[src/rtl/psp_pkg.sv]
// Shared types and fixed constants of the perspective screen projection unit.
// Used by every module and interface of the block; depends on nothing.
package psp_pkg;

    // coordinate and register widths
    localparam int COORD_W   = 32;
    localparam int DIST_W    = 31;
    localparam int DIM_W     = 13;
    localparam int CFG_IDX_W = 4;

    // products of the front end
    localparam int X_PROD_W  = COORD_W + DIST_W;        // d * |x|
    localparam int DA_W      = 2 * DIST_W;              // d * aspect
    localparam int Y_PROD_W  = DA_W + COORD_W;          // d * aspect * |y|

    // divider: quotient bits kept, the clamp limit sits at the top bit
    localparam int QUOT_W    = 41;
    localparam int REM_W     = COORD_W;
    localparam logic [QUOT_W-1:0] PLIM = {1'b1, {(QUOT_W-1){1'b0}}};

    // viewport mapping
    localparam int BASE_W    = QUOT_W + 1;
    localparam int SCALE_W   = DIM_W + 1;
    localparam int MUL_W     = BASE_W + SCALE_W;
    localparam logic [COORD_W-1:0] COORD_MAX = {1'b0, {(COORD_W-1){1'b1}}};
    localparam logic [COORD_W-1:0] COORD_MIN = {1'b1, {(COORD_W-1){1'b0}}};

    // configuration register indexes
    localparam logic [CFG_IDX_W-1:0] CFG_VIEW_DISTANCE   = 4'd0;
    localparam logic [CFG_IDX_W-1:0] CFG_ASPECT_RATIO    = 4'd1;
    localparam logic [CFG_IDX_W-1:0] CFG_VIEWPORT_WIDTH  = 4'd2;
    localparam logic [CFG_IDX_W-1:0] CFG_VIEWPORT_HEIGHT = 4'd3;

    // register reset values
    localparam logic [DIST_W-1:0] RST_VIEW_DISTANCE   = 31'd65536;
    localparam logic [DIST_W-1:0] RST_ASPECT_RATIO    = 31'd65536;
    localparam logic [DIM_W-1:0]  RST_VIEWPORT_WIDTH  = 13'd640;
    localparam logic [DIM_W-1:0]  RST_VIEWPORT_HEIGHT = 13'd480;

    // vertex data that travels alongside the arithmetic
    typedef struct packed {
        logic signed [COORD_W-1:0] x;
        logic signed [COORD_W-1:0] y;
        logic signed [COORD_W-1:0] z;
        logic                      skip;
        logic                      zero_z;
        logic                      neg_x;
        logic                      neg_y;
        logic                      last;
    } t_side;

    // one finished screen word
    typedef struct packed {
        logic signed [COORD_W-1:0] screen_x;
        logic signed [COORD_W-1:0] screen_y;
        logic signed [COORD_W-1:0] z_out;
        logic                      projected;
        logic                      divide_fault;
        logic                      last_out;
    } t_result;

endpackage

[src/rtl/psp_obuf.sv]
// Output register with a skid slot; parts the pipeline advance from the
// downstream ready. Depends on psp_pkg.
module psp_obuf (
    input  logic              i_clk,
    input  logic              i_rst_n,
    input  logic              i_valid,
    input  psp_pkg::t_result  i_data,
    output logic              o_en,
    output logic              o_valid,
    output psp_pkg::t_result  o_data,
    input  logic              i_ready
);

    logic             push, pop;
    logic             r_main_v, r_skid_v;
    psp_pkg::t_result r_main, r_skid;

    // the pipeline advances while the skid slot is free
    assign o_en = !r_skid_v;
    assign push = o_en && i_valid;
    assign pop  = r_main_v && i_ready;

    // occupancy
    always_ff @(posedge i_clk) begin
        if (!i_rst_n) begin
            r_main_v <= 1'b0;
            r_skid_v <= 1'b0;
        end else if (r_skid_v) begin
            if (pop) begin
                r_skid_v <= 1'b0;
            end
        end else if (push) begin
            if (!r_main_v || pop) begin
                r_main_v <= 1'b1;
            end else begin
                r_skid_v <= 1'b1;
            end
        end else if (pop) begin
            r_main_v <= 1'b0;
        end
    end

    // word storage
    always_ff @(posedge i_clk) begin
        if (r_skid_v) begin
            if (pop) begin
                r_main <= r_skid;
            end
        end else if (push) begin
            if (!r_main_v || pop) begin
                r_main <= i_data;
            end else begin
                r_skid <= i_data;
            end
        end
    end

    assign o_valid = r_main_v;
    assign o_data  = r_main;

endmodule

[config.mk]
export PLATFORM = sky130hd
export DESIGN_NAME = psp_obuf
export DESIGN_NICKNAME = d
export VERILOG_FILES = /design/src/rtl/psp_pkg.sv /design/src/rtl/psp_obuf.sv
export SDC_FILE = /design/constraint.sdc
export NUM_CORES = 1
export LEC_CHECK = 0
export BUFFER_PORTS_ARGS = -buffer_cell sky130_fd_sc_hd__buf_2
export CORE_MARGIN = 2
export CORE_UTILIZATION = 47
export DETAILED_ROUTE_END_ITERATION = 12
export PLACE_DENSITY = 0.85
export SLEW_MARGIN = 10
export SYNTH_ARGS = -nofsm -noshare
export SYNTH_HDL_FRONTEND = slang
export SYNTH_SLANG_ARGS = --single-unit
[constraint.sdc]
create_clock -name i_clk -period 6.2 [get_ports i_clk]
set_input_delay 1.24 -clock i_clk [delete_from_list [all_inputs] [get_ports i_clk]]
set_output_delay 1.24 -clock i_clk [all_outputs]
set_load 0.02 [all_outputs]
* Word-level counts from Yosys, hierarchy flattened
Cells that the tools add are included.
** Cells by class
- Div/mod/pow operators :: 0
- Shift-type cells :: 0
- Bitwise operators :: 2
- Reduce and logical (&&, ||, !) cells :: 11
- Magnitude comparators :: 0
- Add/sub/neg operators :: 0
- Equality and inequality tests :: 2
- Multiplexer cells :: 11
- Multipliers :: 0
** Operators with widths (number)
- $mux W99 :: 4
- $reduce_and A3 Y1 :: 3
- $mux W1 :: 7
- $reduce_bool A2 Y1 :: 3
- $logic_and A1 B1 Y1 :: 2
- $logic_not A1 Y1 :: 2
- $ne A2 B1 Y1 const B :: 1
- $ne A2 B2 Y1 const B :: 1
- $not A1 Y1 :: 2
- $logic_or A1 B1 Y1 :: 1
** Word-level totals
- Input port bits :: 103
- Bits in latches :: 0
- Memory bits (writable) :: 0
- Flip-flop bits (word level) :: 200
- ROM bits :: 0
- Memories kept :: 0

* Depth between registers and ports, before layout
- Depth after elaboration :: 5
- Gate-level depth with buffers :: 5
- Gate-level depth less buffers :: 2

* Least setup slack after synthesis
Ideal clock, no wire load.
- Kind :: input to register
- Start :: input i_valid
- End :: register r_main (netlist bit o_data[0]) (enable)
- Path buffers :: 0
- Setup time :: 590 ps
- Cell stages on the path :: 2
- Arrival :: 6105 ps
- Setup slack :: -495 ps
- Path through :: mux2i_1 a21oi_1
** On the way
- Word-level cells in the longest chain between the ends :: 3
** Ends and longest elaborated chain
- from (decl) :: line psp_obuf.sv:6 : input logic i_valid,
- $logic_and A1 B1 Y1 :: line psp_obuf.sv:20 : assign push = o_en && i_valid;
- $reduce_bool A2 Y1 (no source line)
- $reduce_and A3 Y1 (no source line)
- to (signal assigned) :: line psp_obuf.sv:47 : r_main <= r_skid;
- to (signal assigned) :: line psp_obuf.sv:51 : r_main <= i_data;
- to (decl) :: line psp_obuf.sv:16 : psp_pkg::t_result r_main, r_skid;
No other way between the ends.
A chain may end at the register's enable or synchronous reset.

* Final worst setup path
- Start :: register r_skid_v
- End :: output o_en
** On the way
- Word-level cells in the longest chain between the ends :: 1
** Ends and longest elaborated chain
- from (decl) :: line psp_obuf.sv:15 : logic r_main_v, r_skid_v;
- from (signal assigned) :: line psp_obuf.sv:27 : r_skid_v <= 1'b0;
- from (signal assigned) :: line psp_obuf.sv:30 : r_skid_v <= 1'b0;
- from (signal assigned) :: line psp_obuf.sv:36 : r_skid_v <= 1'b1;
- $logic_not A1 Y1 :: line psp_obuf.sv:19 : assign o_en = !r_skid_v;
- to (decl) :: line psp_obuf.sv:8 : output logic o_en,
No other way between the ends.

==> summary.md <==
| Metric | Value |
|---|---|
| Setup TNS | 0 ps |
| Final Critical Period | 2894 ps |
| Synth top area share | 0.7928 |
| Post-synth top cells | edfxtp_1 (198), mux2_4 (56), mux2_2 (43), buf_6 (7), buf_2 (4) |
| Critical Path Fanout Max | 55 |
| Antenna violations before repair | 0 |
| Worst setup EP type | primary output |
| Largest net degree at the start of global routing | between 50 and 60 |
| Cells after Synth | 323 |
| Top FF cell, synth | edfxtp_1 |
| Vias/cell | roughly 4.8 |
| Drt total wl | around 13,000 µm |
| CTS root buf | clkbuf_16 |
| Post-route ant nets | 0 |
| CTS Buf Count | 17 |
| Area Growth Syn to Fin | 24.22% |
| Combinational Power Share | 0.101 |
| Number of synthesized flops with an enable pin | 198 |
| Die ar. | about 17,000 µm² |
| Net Sw Frac | 0.2245 |
| Compound-cell area share of the yosys netlist | 0.003003 |
| Pre-CTS setup slack | approximately 2900 ps |
| Fin crit share | 0.4668 |
| Clock slew at reported path FFs | approximately 70 ps |
| WP data arrival | around 1700 ps |
| Status | finished, final reports clean |
| H-tree depth | 4 |
| Critical Path RT | 4960 ps |
| Power share of the clock group | 0.368 |
| Post-CTS Resized | 0 |
| Die Ht | roughly 130 µm |
| Worst Path Class, Setup | flop to primary output |
| Synth Area in Adders | 0 |
| Synth Cell Area | about 7500 µm² |
| Residual DRC count | 0 |
| P_leak | approximately 3.6 nW |
| Share of layout cells above drive strength 1 | 0.6164 |
| Setup ws final | ~3300 ps |
| Pwr Density | 326.2 nW/µm² |
| Part of the power in registers | 0.531 |
| Final #Nets | between 600 and 700 |
| Clk_skew | around 11 ps |
| Hold Buf Count CTS | 0 |
| Fill cells | roughly 1,200 |
| Initial core utilization | 0.4773 |
| Fmax | about 0.35 GHz |
| IO Pins | around 200 |
| Mapped Nets | around 430 |
| Global placement routability congestion | 0.7638 |
| Grt ovf | 0 |
| Avg WL per Cell | about 17 µm |
| Vias in the first global route | about 3,800 |
| NetSw | 0.6823 mW |
| Syn_area_per_cell | ~23 µm² |
| Post-CTS Setup Repair Bufs | 0 |
| Core box area | ~16,000 µm² |
| Total GRT Usage | 0.1570 |
| Max Cap Violations | 0 |
| Ys async rst share | 0 |
| Util after Layout | 0.5929 |
| Slew headroom | 0.4241 |
| Maximum vdd drop | between 0.00015 and 0.0002 V |
| Worst Tran Pin Value | about 860 ps |
| Cell variety after synth | 16 |
| Endpoints failing hold | 0 |
| Warnings from Yosys | 0 |
| Vias | 3,686 |
| Num rows | 46 |
| Seq/Total Area, Yosys | 0.7981 |
| Ant diodes | 0 |
| # port buffers | 203 |
| Fin. max-slew vios | 0 |
| Initial DRC Count | 284 |
| Die width | around 130 µm |
| Simple-gate portion of the synthesized area | 0.003504 |
| Placed Area | just under 9000 µm² |
| Largest family of logic cells by synthesized area | multiplexers |
| Flops & latches, synth | 200 |
| CP Launch Type | flop |
| CTS tree | done |
| XOR/XNOR Fraction of Synth Area | 0 |
| Top-count cell post-synth | edfxtp_1 |
| Yosys top cell by area | edfxtp_1 |
| CTS sink cnt | 200 |
| Pre-antenna DRT Iters | 4 |
| Mux contribution to synthesized area | 0.1780 |
| Unrepaired setup endpoints after global routing | no |
| Setup Viol. Count Final | 0 |
| Worst hold path class | flop to flop |
| First-pass GRT wire length | 19,760 µm |
| Area contributors post-synth | edfxtp_1 (79%), mux2_4 (11%), mux2_2 (6.5%) |
| DP HPWL | roughly 9000 µm |
| Final Cell Area | between 9000 and 10,000 µm² |
| Clk_lat worst skew | between 400 and 500 ps |
| CTS Buffer Depth | 2 |
| Internal | 2.356 mW |
## layout by cell type, fill, tap and decap left out, types with 2 or more instances in the layout
cell type,Yosys,final
buf_4,0,4
bufinv_16,0,3
mux2_4,56,56
clkbuf_16,0,17
inv_6,0,4
inv_1,3,3
edfxtp_1,198,198
mux2_2,43,43
buf_2,4,203
clkinvlp_4,0,4
clkbuf_1,0,2
## power by group through the flow
stage	Clock, mW	Sequential, mW	Combinational (mW)
final	1.12	1.61	0.307
after global routing	1.20	1.62	0.328
after CTS	1.15	1.62	0.312
after detailed placement	0	1.64	0.312
after global placement	0	1.64	0.300
after floorplan	0	1.72	0.125
## final timing paths
| kind | start | end | slack, ps | depth (start not counted) |
|---|---|---|---|---|
| worst max register to register | r_skid_v | o_data[90] | 3310 | 4 |
| worst max-delay path | r_skid_v | o_en | 3310 | 2 |
| worst min-delay path | r_skid[39] | o_data[39] | 550 | 1 |
| worst min register to register | r_skid[39] | o_data[39] | 550 | 1 |
## cells by family after synthesis
family | Yosys count
flip-flops | 200
multiplexers | 100
AO/OA/AOI/OAI | 4
buffers and inverters | 15
AND/OR/NAND/NOR | 4
## metal layers
| metal | wire length, µm | track usage | part of all wire | vias to the layer above |
|---|---|---|---|---|
| li1 | - | - | - | 1718 |
| met1 | 5415 | 0.1897 | 0.41 | 1813 |
| met2 | 6573 | 0.2510 | 0.50 | 134 |
| met3 | 1015 | 0.06232 | 0.077 | 21 |
| met4 | 253 | 0.06958 | 0.019 | 0 |
| met5 | 0 | 0 | 0 | - |
## registers in the layout, summed over array words and instances, names as in the netlist
| signal | cells |
|---|---|
| r_skid | 99 |
| o_valid | 1 |
| o_data | 99 |
| r_skid_v | 1 |
## final cells by class
cell class	count	area (µm²)	area share
multi-input cells	108	1398	0.1500
inverters	3	11.26	0.001209
clock buffers	19	432.9	0.04647
repair buffers	207	1046	0.1123
flip-flops and latches	200	5989	0.6429
well taps	216	270.3	0.02901
clock inverters	13	168.9	0.01813
## critical path, stage by stage, from the launching register on
cell	delay, ps
dfxtp_4	870
inv_1	160
buf_2	200
## metrics by stage
stage	hold WS (ps)	power, mW	cells
6_report	546.4	3.039	766
2_1_floorplan	523.1	1.841	323
3_3_place_gp	528.8	1.943	734
4_1_cts	549.9	3.076	766
5_1_grt	554.5	3.151	766
3_5_place_dp	530.6	1.956	734
Note: power is estimated with default switching activity, not from simulation.
