**src/rtl/psp_pkg.sv**
```systemverilog
// Shared types and fixed constants of the perspective screen projection unit.
// Used by every module and interface of the block; depends on nothing.
package psp_pkg;

    // coordinate and register widths
    localparam int COORD_W   = 32;
    localparam int DIST_W    = 31;
    localparam int DIM_W     = 13;
    localparam int CFG_IDX_W = 4;

    // products of the front end
    localparam int X_PROD_W  = COORD_W + DIST_W;        // d * |x|
    localparam int DA_W      = 2 * DIST_W;              // d * aspect
    localparam int Y_PROD_W  = DA_W + COORD_W;          // d * aspect * |y|

    // divider: quotient bits kept, the clamp limit sits at the top bit
    localparam int QUOT_W    = 41;
    localparam int REM_W     = COORD_W;
    localparam logic [QUOT_W-1:0] PLIM = {1'b1, {(QUOT_W-1){1'b0}}};

    // viewport mapping
    localparam int BASE_W    = QUOT_W + 1;
    localparam int SCALE_W   = DIM_W + 1;
    localparam int MUL_W     = BASE_W + SCALE_W;
    localparam logic [COORD_W-1:0] COORD_MAX = {1'b0, {(COORD_W-1){1'b1}}};
    localparam logic [COORD_W-1:0] COORD_MIN = {1'b1, {(COORD_W-1){1'b0}}};

    // configuration register indexes
    localparam logic [CFG_IDX_W-1:0] CFG_VIEW_DISTANCE   = 4'd0;
    localparam logic [CFG_IDX_W-1:0] CFG_ASPECT_RATIO    = 4'd1;
    localparam logic [CFG_IDX_W-1:0] CFG_VIEWPORT_WIDTH  = 4'd2;
    localparam logic [CFG_IDX_W-1:0] CFG_VIEWPORT_HEIGHT = 4'd3;

    // register reset values
    localparam logic [DIST_W-1:0] RST_VIEW_DISTANCE   = 31'd65536;
    localparam logic [DIST_W-1:0] RST_ASPECT_RATIO    = 31'd65536;
    localparam logic [DIM_W-1:0]  RST_VIEWPORT_WIDTH  = 13'd640;
    localparam logic [DIM_W-1:0]  RST_VIEWPORT_HEIGHT = 13'd480;

    // vertex data that travels alongside the arithmetic
    typedef struct packed {
        logic signed [COORD_W-1:0] x;
        logic signed [COORD_W-1:0] y;
        logic signed [COORD_W-1:0] z;
        logic                      skip;
        logic                      zero_z;
        logic                      neg_x;
        logic                      neg_y;
        logic                      last;
    } t_side;

    // one finished screen word
    typedef struct packed {
        logic signed [COORD_W-1:0] screen_x;
        logic signed [COORD_W-1:0] screen_y;
        logic signed [COORD_W-1:0] z_out;
        logic                      projected;
        logic                      divide_fault;
        logic                      last_out;
    } t_result;

endpackage

```
**src/rtl/psp_map.sv**
```systemverilog
// Viewport mapping: offset by one, scale by size minus one, halve, saturate,
// then select pass-through. Three register stages. Depends on psp_pkg.
module psp_map #(
    parameter int FRAC_BITS = 16
) (
    input  logic                          i_clk,
    input  logic                          i_rst_n,
    input  logic                          i_en,
    input  logic                          i_valid,
    input  psp_pkg::t_side                i_side,
    input  logic [psp_pkg::QUOT_W-1:0]    i_quo_x,
    input  logic [psp_pkg::QUOT_W-1:0]    i_quo_y,
    input  logic [psp_pkg::DIM_W-1:0]     i_viewport_width,
    input  logic [psp_pkg::DIM_W-1:0]     i_viewport_height,
    output logic                          o_valid,
    output psp_pkg::t_result              o_result
);

    localparam int SAT_LO = psp_pkg::COORD_W - 1;
    localparam logic signed [psp_pkg::BASE_W-1:0] QONE =
        {{(psp_pkg::BASE_W-1){1'b0}}, 1'b1} << FRAC_BITS;

    logic signed [psp_pkg::BASE_W-1:0]   qx, qy;
    logic signed [psp_pkg::MUL_W-1:0]    vx, vy;
    logic                                sat_x, sat_y;
    psp_pkg::t_result                    n3_res;

    logic                                r1_v, r2_v, r3_v;
    psp_pkg::t_side                      r1_side, r2_side;
    logic signed [psp_pkg::BASE_W-1:0]   r1_bx, r1_by;
    logic signed [psp_pkg::SCALE_W-1:0]  r1_kx, r1_ky;
    logic signed [psp_pkg::MUL_W-1:0]    r2_px, r2_py;
    psp_pkg::t_result                    r3_res;

    // apply sign and offset: ONE + px and ONE - py
    always_comb begin
        qx = $signed({1'b0, i_quo_x});
        qy = $signed({1'b0, i_quo_y});
    end

    // halve with floor and saturate to the coordinate range
    always_comb begin
        vx    = r2_px >>> 1;
        vy    = r2_py >>> 1;
        sat_x = !((&vx[psp_pkg::MUL_W-1:SAT_LO]) || !(|vx[psp_pkg::MUL_W-1:SAT_LO]));
        sat_y = !((&vy[psp_pkg::MUL_W-1:SAT_LO]) || !(|vy[psp_pkg::MUL_W-1:SAT_LO]));

        n3_res.z_out    = r2_side.z;
        n3_res.last_out = r2_side.last;
        if (r2_side.skip) begin
            n3_res.screen_x     = r2_side.x;
            n3_res.screen_y     = r2_side.y;
            n3_res.projected    = 1'b0;
            n3_res.divide_fault = 1'b0;
        end else begin
            n3_res.screen_x = sat_x ? (vx[psp_pkg::MUL_W-1] ? psp_pkg::COORD_MIN
                                                            : psp_pkg::COORD_MAX)
                                    : vx[psp_pkg::COORD_W-1:0];
            n3_res.screen_y = sat_y ? (vy[psp_pkg::MUL_W-1] ? psp_pkg::COORD_MIN
                                                            : psp_pkg::COORD_MAX)
                                    : vy[psp_pkg::COORD_W-1:0];
            n3_res.projected    = 1'b1;
            n3_res.divide_fault = r2_side.zero_z || sat_x || sat_y;
        end
    end

    // valid bits
    always_ff @(posedge i_clk) begin
        if (!i_rst_n) begin
            r1_v <= 1'b0;
            r2_v <= 1'b0;
            r3_v <= 1'b0;
        end else if (i_en) begin
            r1_v <= i_valid;
            r2_v <= r1_v;
            r3_v <= r2_v;
        end
    end

    // data stages
    always_ff @(posedge i_clk) begin
        if (i_en) begin
            r1_side <= i_side;
            r1_bx   <= i_side.neg_x ? (QONE - qx) : (QONE + qx);
            r1_by   <= i_side.neg_y ? (QONE + qy) : (QONE - qy);
            r1_kx   <= $signed({1'b0, i_viewport_width})  - psp_pkg::SCALE_W'(1);
            r1_ky   <= $signed({1'b0, i_viewport_height}) - psp_pkg::SCALE_W'(1);

            r2_side <= r1_side;
            r2_px   <= r1_bx * r1_kx;
            r2_py   <= r1_by * r1_ky;

            r3_res  <= n3_res;
        end
    end

    assign o_valid  = r3_v;
    assign o_result = r3_res;

endmodule

```
**config.mk**
```make
export PLATFORM = sky130hd
export DESIGN_NAME = psp_map
export DESIGN_NICKNAME = d
export VERILOG_FILES = /design/src/rtl/psp_pkg.sv /design/src/rtl/psp_map.sv
export SDC_FILE = /design/constraint.sdc
export NUM_CORES = 2
export LEC_CHECK = 0
export ABC_AREA = 1
export ABC_CLOCK_PERIOD_IN_PS = 6900
export BUFFER_PORTS_ARGS = -buffer_cell sky130_fd_sc_hd__buf_2
export CAP_MARGIN = 20
export CORE_ASPECT_RATIO = 1.25
export CORE_MARGIN = 4
export CORE_UTILIZATION = 30
export CTS_CLUSTER_SIZE = 28
export DETAILED_ROUTE_END_ITERATION = 8
export GPL_TIMING_DRIVEN = 0
export PLACE_DENSITY = 0.46
export SYNTH_ARGS = -nofsm -noshare
export SYNTH_HDL_FRONTEND = slang
export SYNTH_SLANG_ARGS = --single-unit
```
**constraint.sdc**
```tcl
create_clock -name i_clk -period 6.9 [get_ports i_clk]
set_input_delay 1.035 -clock i_clk [delete_from_list [all_inputs] [get_ports i_clk]]
set_output_delay 1.035 -clock i_clk [all_outputs]
set_load 0.01 [all_outputs]
```
=== After elaboration in Yosys (flattened, before gate mapping) ===
Cells that the tools add are included.

* Add/sub/neg operators: 6
* Multiply operators: 2
* Div/mod/pow operators: 0
* Magnitude comparators: 0
* Eq/ne operators: 0
* Shift operators: 0
* Muxes and demuxes: 8
* Bitwise gates (word level): 0
* Reductions and logical operators: 12

{| class="wikitable"
|+ Operators with widths
! cell !! count
|-
| $mux 32 || 4
|-
| $mul 42x14->56 || 2
|-
| $add 17x41->42 const A || 2
|-
| $mux 42 || 2
|-
| $sub 17x41->42 const A || 2
|-
| $mux 64 || 1
|-
| $reduce_and 24->1 || 2
|-
| $reduce_or 24->1 || 2
|-
| $sub 13x1->14 const B || 2
|-
| $logic_not 1->1 || 4
|-
| $logic_or 1x1->1 || 4
|-
| $mux 2 || 1
|}

* Register bits after elaboration: 524
* Bits in latches: 0
* RAM bits: 0
* ROM bits: 0
* Input bits: 213
* Output and inout port bits: 100
* Logic and storage cells: 55
* Memories kept: 0

=== Depth between registers and ports, before layout ===
* Depth after elaboration: 7
* Gate-level depth with buffers: 29
* Gate-level depth less buffers: 27

=== Least setup slack after synthesis ===
No wires, ideal clock.

* Path type: flip-flop to flip-flop
* Start: register r1_ky[3] in the netlist's numbering
* End: register r2_py[55] in the netlist's numbering, data pin
* Library setup time: 0.252 ns
* Arrival: 5.394 ns
* Required time: 6.648 ns
* Path slack: 1.254 ns
* Cell stages (with the launch flop): 24
* Path buffers: 2
* Period minus slack after synthesis: 5.646 ns
* Cell sequence: edfxtp_1 > clkbuf_1 > clkbuf_1 > nand2_1 > inv_1 > fa_1 > fa_1 > inv_1 > fa_1 > fa_1 > inv_1 > fa_1 > inv_1 > fa_1 > inv_1 > ha_1 > nand2_1 > nor2_1 > nand2_1 > nor2_1 > and2_1 > nand2_1 > nand3_1 > nand2_1

* Word-level cells in the longest chain between the ends: 1

{| class="wikitable"
|+ RTL lines
! what !! RTL line !! RTL
|-
| start, declared || psp_map.sv:31 || <nowiki>logic signed [psp_pkg::SCALE_W-1:0] r1_kx, r1_ky;</nowiki>
|-
| start signal, assigned || psp_map.sv:87 || <nowiki>r1_ky <= $signed({1'b0, i_viewport_height}) - psp_pkg::SCALE_W'(1);</nowiki>
|-
| $mul 42x14->56 || psp_map.sv:91 || <nowiki>r2_py <= r1_by * r1_ky;</nowiki>
|-
| end signal, assigned || psp_map.sv:91 ||
|-
| end, declared || psp_map.sv:32 || <nowiki>logic signed [psp_pkg::MUL_W-1:0] r2_px, r2_py;</nowiki>
|}

Every way passes these cells.
A chain may end at the register's enable or synchronous reset.

=== Final worst setup path ===
* Start: register r1_kx[11] in the netlist's numbering
* End: register r2_px[41] in the netlist's numbering, data pin

* Word-level cells in the longest chain between the ends: 1

{| class="wikitable"
|+ RTL lines
! what !! RTL line !! RTL
|-
| start, declared || psp_map.sv:31 ||
|-
| start signal, assigned || psp_map.sv:86 || <nowiki>r1_kx <= $signed({1'b0, i_viewport_width}) - psp_pkg::SCALE_W'(1);</nowiki>
|-
| $mul 42x14->56 || psp_map.sv:90 || <nowiki>r2_px <= r1_bx * r1_kx;</nowiki>
|-
| end signal, assigned || psp_map.sv:90 ||
|-
| end, declared || psp_map.sv:32 ||
|}

Every way passes these cells.

==> results.yml <==
cts:
  cts_tree: "yes"
  clockBufferDepth: 3
  cts_hold_buf: 0
  cts-root-buf: "clkbuf_16"
  clk_latency_ns: 0.70
  cts.sinks: 522
  cts.clk_slew.worst_paths_ns: 0.06
  cts_buffers: 61
  htree_levels: 2
global_routing:
  antenna_found_initial: 21
  grt_pass1_wl_um: 337900
  grt_max_degree: 123
  grt_usage_pct: 19.84
  grt_pass1_vias: 54350
  overflow: 0
setup_path:
  worst-path-buf-inv: 4
  worstSetupPathType: "reg -> reg"
  crit_chain: "clkbuf_1, nand2_1, inv_1, fa_1, fa_1, fa_1, fa_1, fa_1, inv_1, fa_1, inv_1, ha_1, nand2_1, nor2_1, nand2_1, nor3_1, nand4_1, nand4_1, nand2_1"
  arrival_ns: 7.14
  cp_max_fo: 10
  worstSetupStartpointType: "flip-flop"
  cp_slowest_cell: "edfxtp_1"
  critPathCaptureType: "flip-flop"
  critPathTopFamily: "adder cells"
  r2r_slack_ns: 0.21
  cpPeakStageDelay_ns: 0.84
  cp.required_ns: 7.34
  crit_top_cell: "fa_1"
flow_run:
  drv_cap: 0
detailed_routing:
  dr.first_iter.drc_count: 3440
  first_pass_iters: 6
  viasPerCell: 4.503
  ant_nets: 0
  routedWlPerCell_um: 19.61
  vias: 51080
  drc: 0
  wirelength_um: 222400
yosys:
  yosys_register_bits: 522
  syn_area_um2: 65450
  synth.distinct_cells: 50
  yosysTopAreaCell: "fa_1"
  synth_top_area_share_pct: 32.48
  synth_fp_nets: 9524
  synth_flop_cell: "edfxtp_1"
  ys_warn_count: 0
  synth.most_common_cell: "nand2_1"
  ys_async_sr_fraction_pct: 0
  synthTopCellsByCount: "2509 x nand2_1, 2109 x inv_1, 1062 x fa_1, 519 x edfxtp_1, 436 x nor2_1"
  avgSynthCellArea_um2: 8.189
  syn_inst: 7993
  ys_seq_area_share_pct: 23.90
  synth_edf_count: 519
  yosys-top-cells-area: "fa_1 32%, edfxtp_1 24%, nand2_1 14%"
timing:
  hold_violations: 0
  fmax_mhz: 149.4
  slew_violations: 0
  clock_skew_ns: 0.03193
  period_share_pct: 97.03
  slew_headroom_pct: 41.05
  rsz0062_at_grt: "no"
  period_needed_ns: 6.695
  worstMarginPinSlew_ns: 0.8842
  worst_slack_ns: 0.2053
  setup_viol: 0
layout:
  design_area_um2: 73330
  utilization_pct: 33.83
  area_growth_pct: 12.04
  fillers: 23050
  nNetsFinal: 9915
  layout-drive-gt1-share_pct: 8.155
die:
  die-area_um2: 225800
  core-area_um2: 216800
  io_pins: 313
  num_rows: 191
  die_h_um: 530.2
  initial_utilization_pct: 30.20
  die_w_um: 425.8
status:
  run_status: "completed"
placed_design:
  gp_congestion: 0.9254
  hpwlAfterDp_um: 187400
  dp_slack_ns: -0.4666
  dpl-instance-area_um2: 70800
  port_buffers: 310
worst_hold_path:
  worstHoldPathType: "reg -> reg"
sequential cells by signal, summed over array words and instances (netlist names):
| signal | flops |
|---|---|
| r2_v | 1 |
| r1_v | 1 |
| r2_side | 66 |
| r1_bx | 42 |
| o_result | 99 |
| n3_res | 33 |
| r1_side | 99 |
| o_valid | 1 |
| r2_px | 55 |
| r1_kx | 14 |
| r2_py | 55 |
| r1_ky | 14 |
| r1_by | 42 |
logic make-up after synthesis:
family / Yosys count / synth area share (%)
simple gates: 3419 / 21.23
buf+inv: 2383 / 13.73
fa+ha+maj: 1318 / 37.38
flops: 522 / 23.90
compound gates: 197 / 1.705
xor+xnor: 154 / 2.061
worst reg2reg max path, stage by stage, from the launching register on:
cell and delay, ns:
edfxtp_1 0.84, clkbuf_1 0.56, nand2_1 0.10, inv_1 0.11
fa_1 0.41, fa_1 0.53, fa_1 0.43, fa_1 0.46
fa_1 0.50, inv_1 0.06, fa_1 0.48, inv_1 0.09
ha_1 0.48, nand2_1 0.16, nor2_1 0.22, nand2_1 0.14
nor3_1 0.36, nand4_1 0.25, nand4_1 0.16, nand2_1 0.10
metal layers:
layer	track usage, %	wire [um]
met1	27.09	99780
met2	32.45	101200
met3	3.052	13600
met4	6.133	7757
met5	0	71
what timing repair did:
| action | 4_1_cts | 5_1_grt |
|---|---|---|
| setup endpoints to repair | 60 | 58 |
| buffers inserted | 14 | 22 |
| resized for setup | 42 | 96 |
area by class of cell:
| class | instances | area (um2) | area share [%] |
|---|---|---|---|
| Antenna cell | 12 | 30.03 | 0.04095 |
| Buffer | 239 | 1049 | 1.430 |
| Clock buffer | 71 | 1564 | 2.133 |
| Sequential cell | 522 | 15650 | 21.33 |
| Tap cell | 2895 | 3622 | 4.939 |
| Multi-Input combinational cell | 5088 | 40830 | 55.68 |
| Clock inverter | 45 | 454.2 | 0.6193 |
| Inverter | 2119 | 7954 | 10.85 |
| Timing Repair Buffer | 353 | 2183 | 2.977 |
cell usage in the layout, fill, tap and decap left out, types with 7 or more instances in the layout:
cell type,Yosys,layout
buf_4,4,25
or2_2,15,15
xor2_1,119,119
clkinv_2,0,11
nor4_1,7,7
buf_1,10,8
edfxtp_1,519,519
buf_2,14,323
nand3b_1,10,10
ha_1,256,256
nand3_1,189,189
inv_1,2109,2109
clkinv_1,1,8
buf_12,0,15
nor2_2,42,43
nand3_2,14,14
and2_1,13,13
nand4_1,82,82
clkinvlp_4,0,7
nor2_1,436,435
nand2_1,2509,2509
a31oi_1,36,36
clkbuf_2,1,80
clkbuf_1,234,139
o21bai_1,12,12
fa_1,1062,1061
nand2_2,25,25
o21ai_0,49,49
xnor2_1,35,35
inv_2,9,9
nor3_1,46,46
nor3_2,13,13
a21oi_1,85,84
clkbuf_16,0,61
diode_2,0,12
metrics by stage:
stage          cells  setup TNS, ns  hold WS (ns)
2_1_floorplan   7993              0        0.4003
6_report       11340              0        0.4141
5_1_grt        11340              0        0.4185
3_5_place_dp   11210         -11.26        0.4045
4_1_cts        11320              0        0.4032
3_3_place_gp   11200       -1787.73        0.4007
final timing paths:
check | from | end | cells past startpoint
min reg2reg | n3_res[20] | o_result[20] | 0
max reg2reg | r1_kx[11] | r2_px[41] | 19
max | r1_kx[11] | r2_px[41] | 19
min | n3_res[20] | o_result[20] | 0
Power is left out: the tool's default activity adds up to more than one toggle a clock period on the data nets, which glitch-free logic cannot reach.
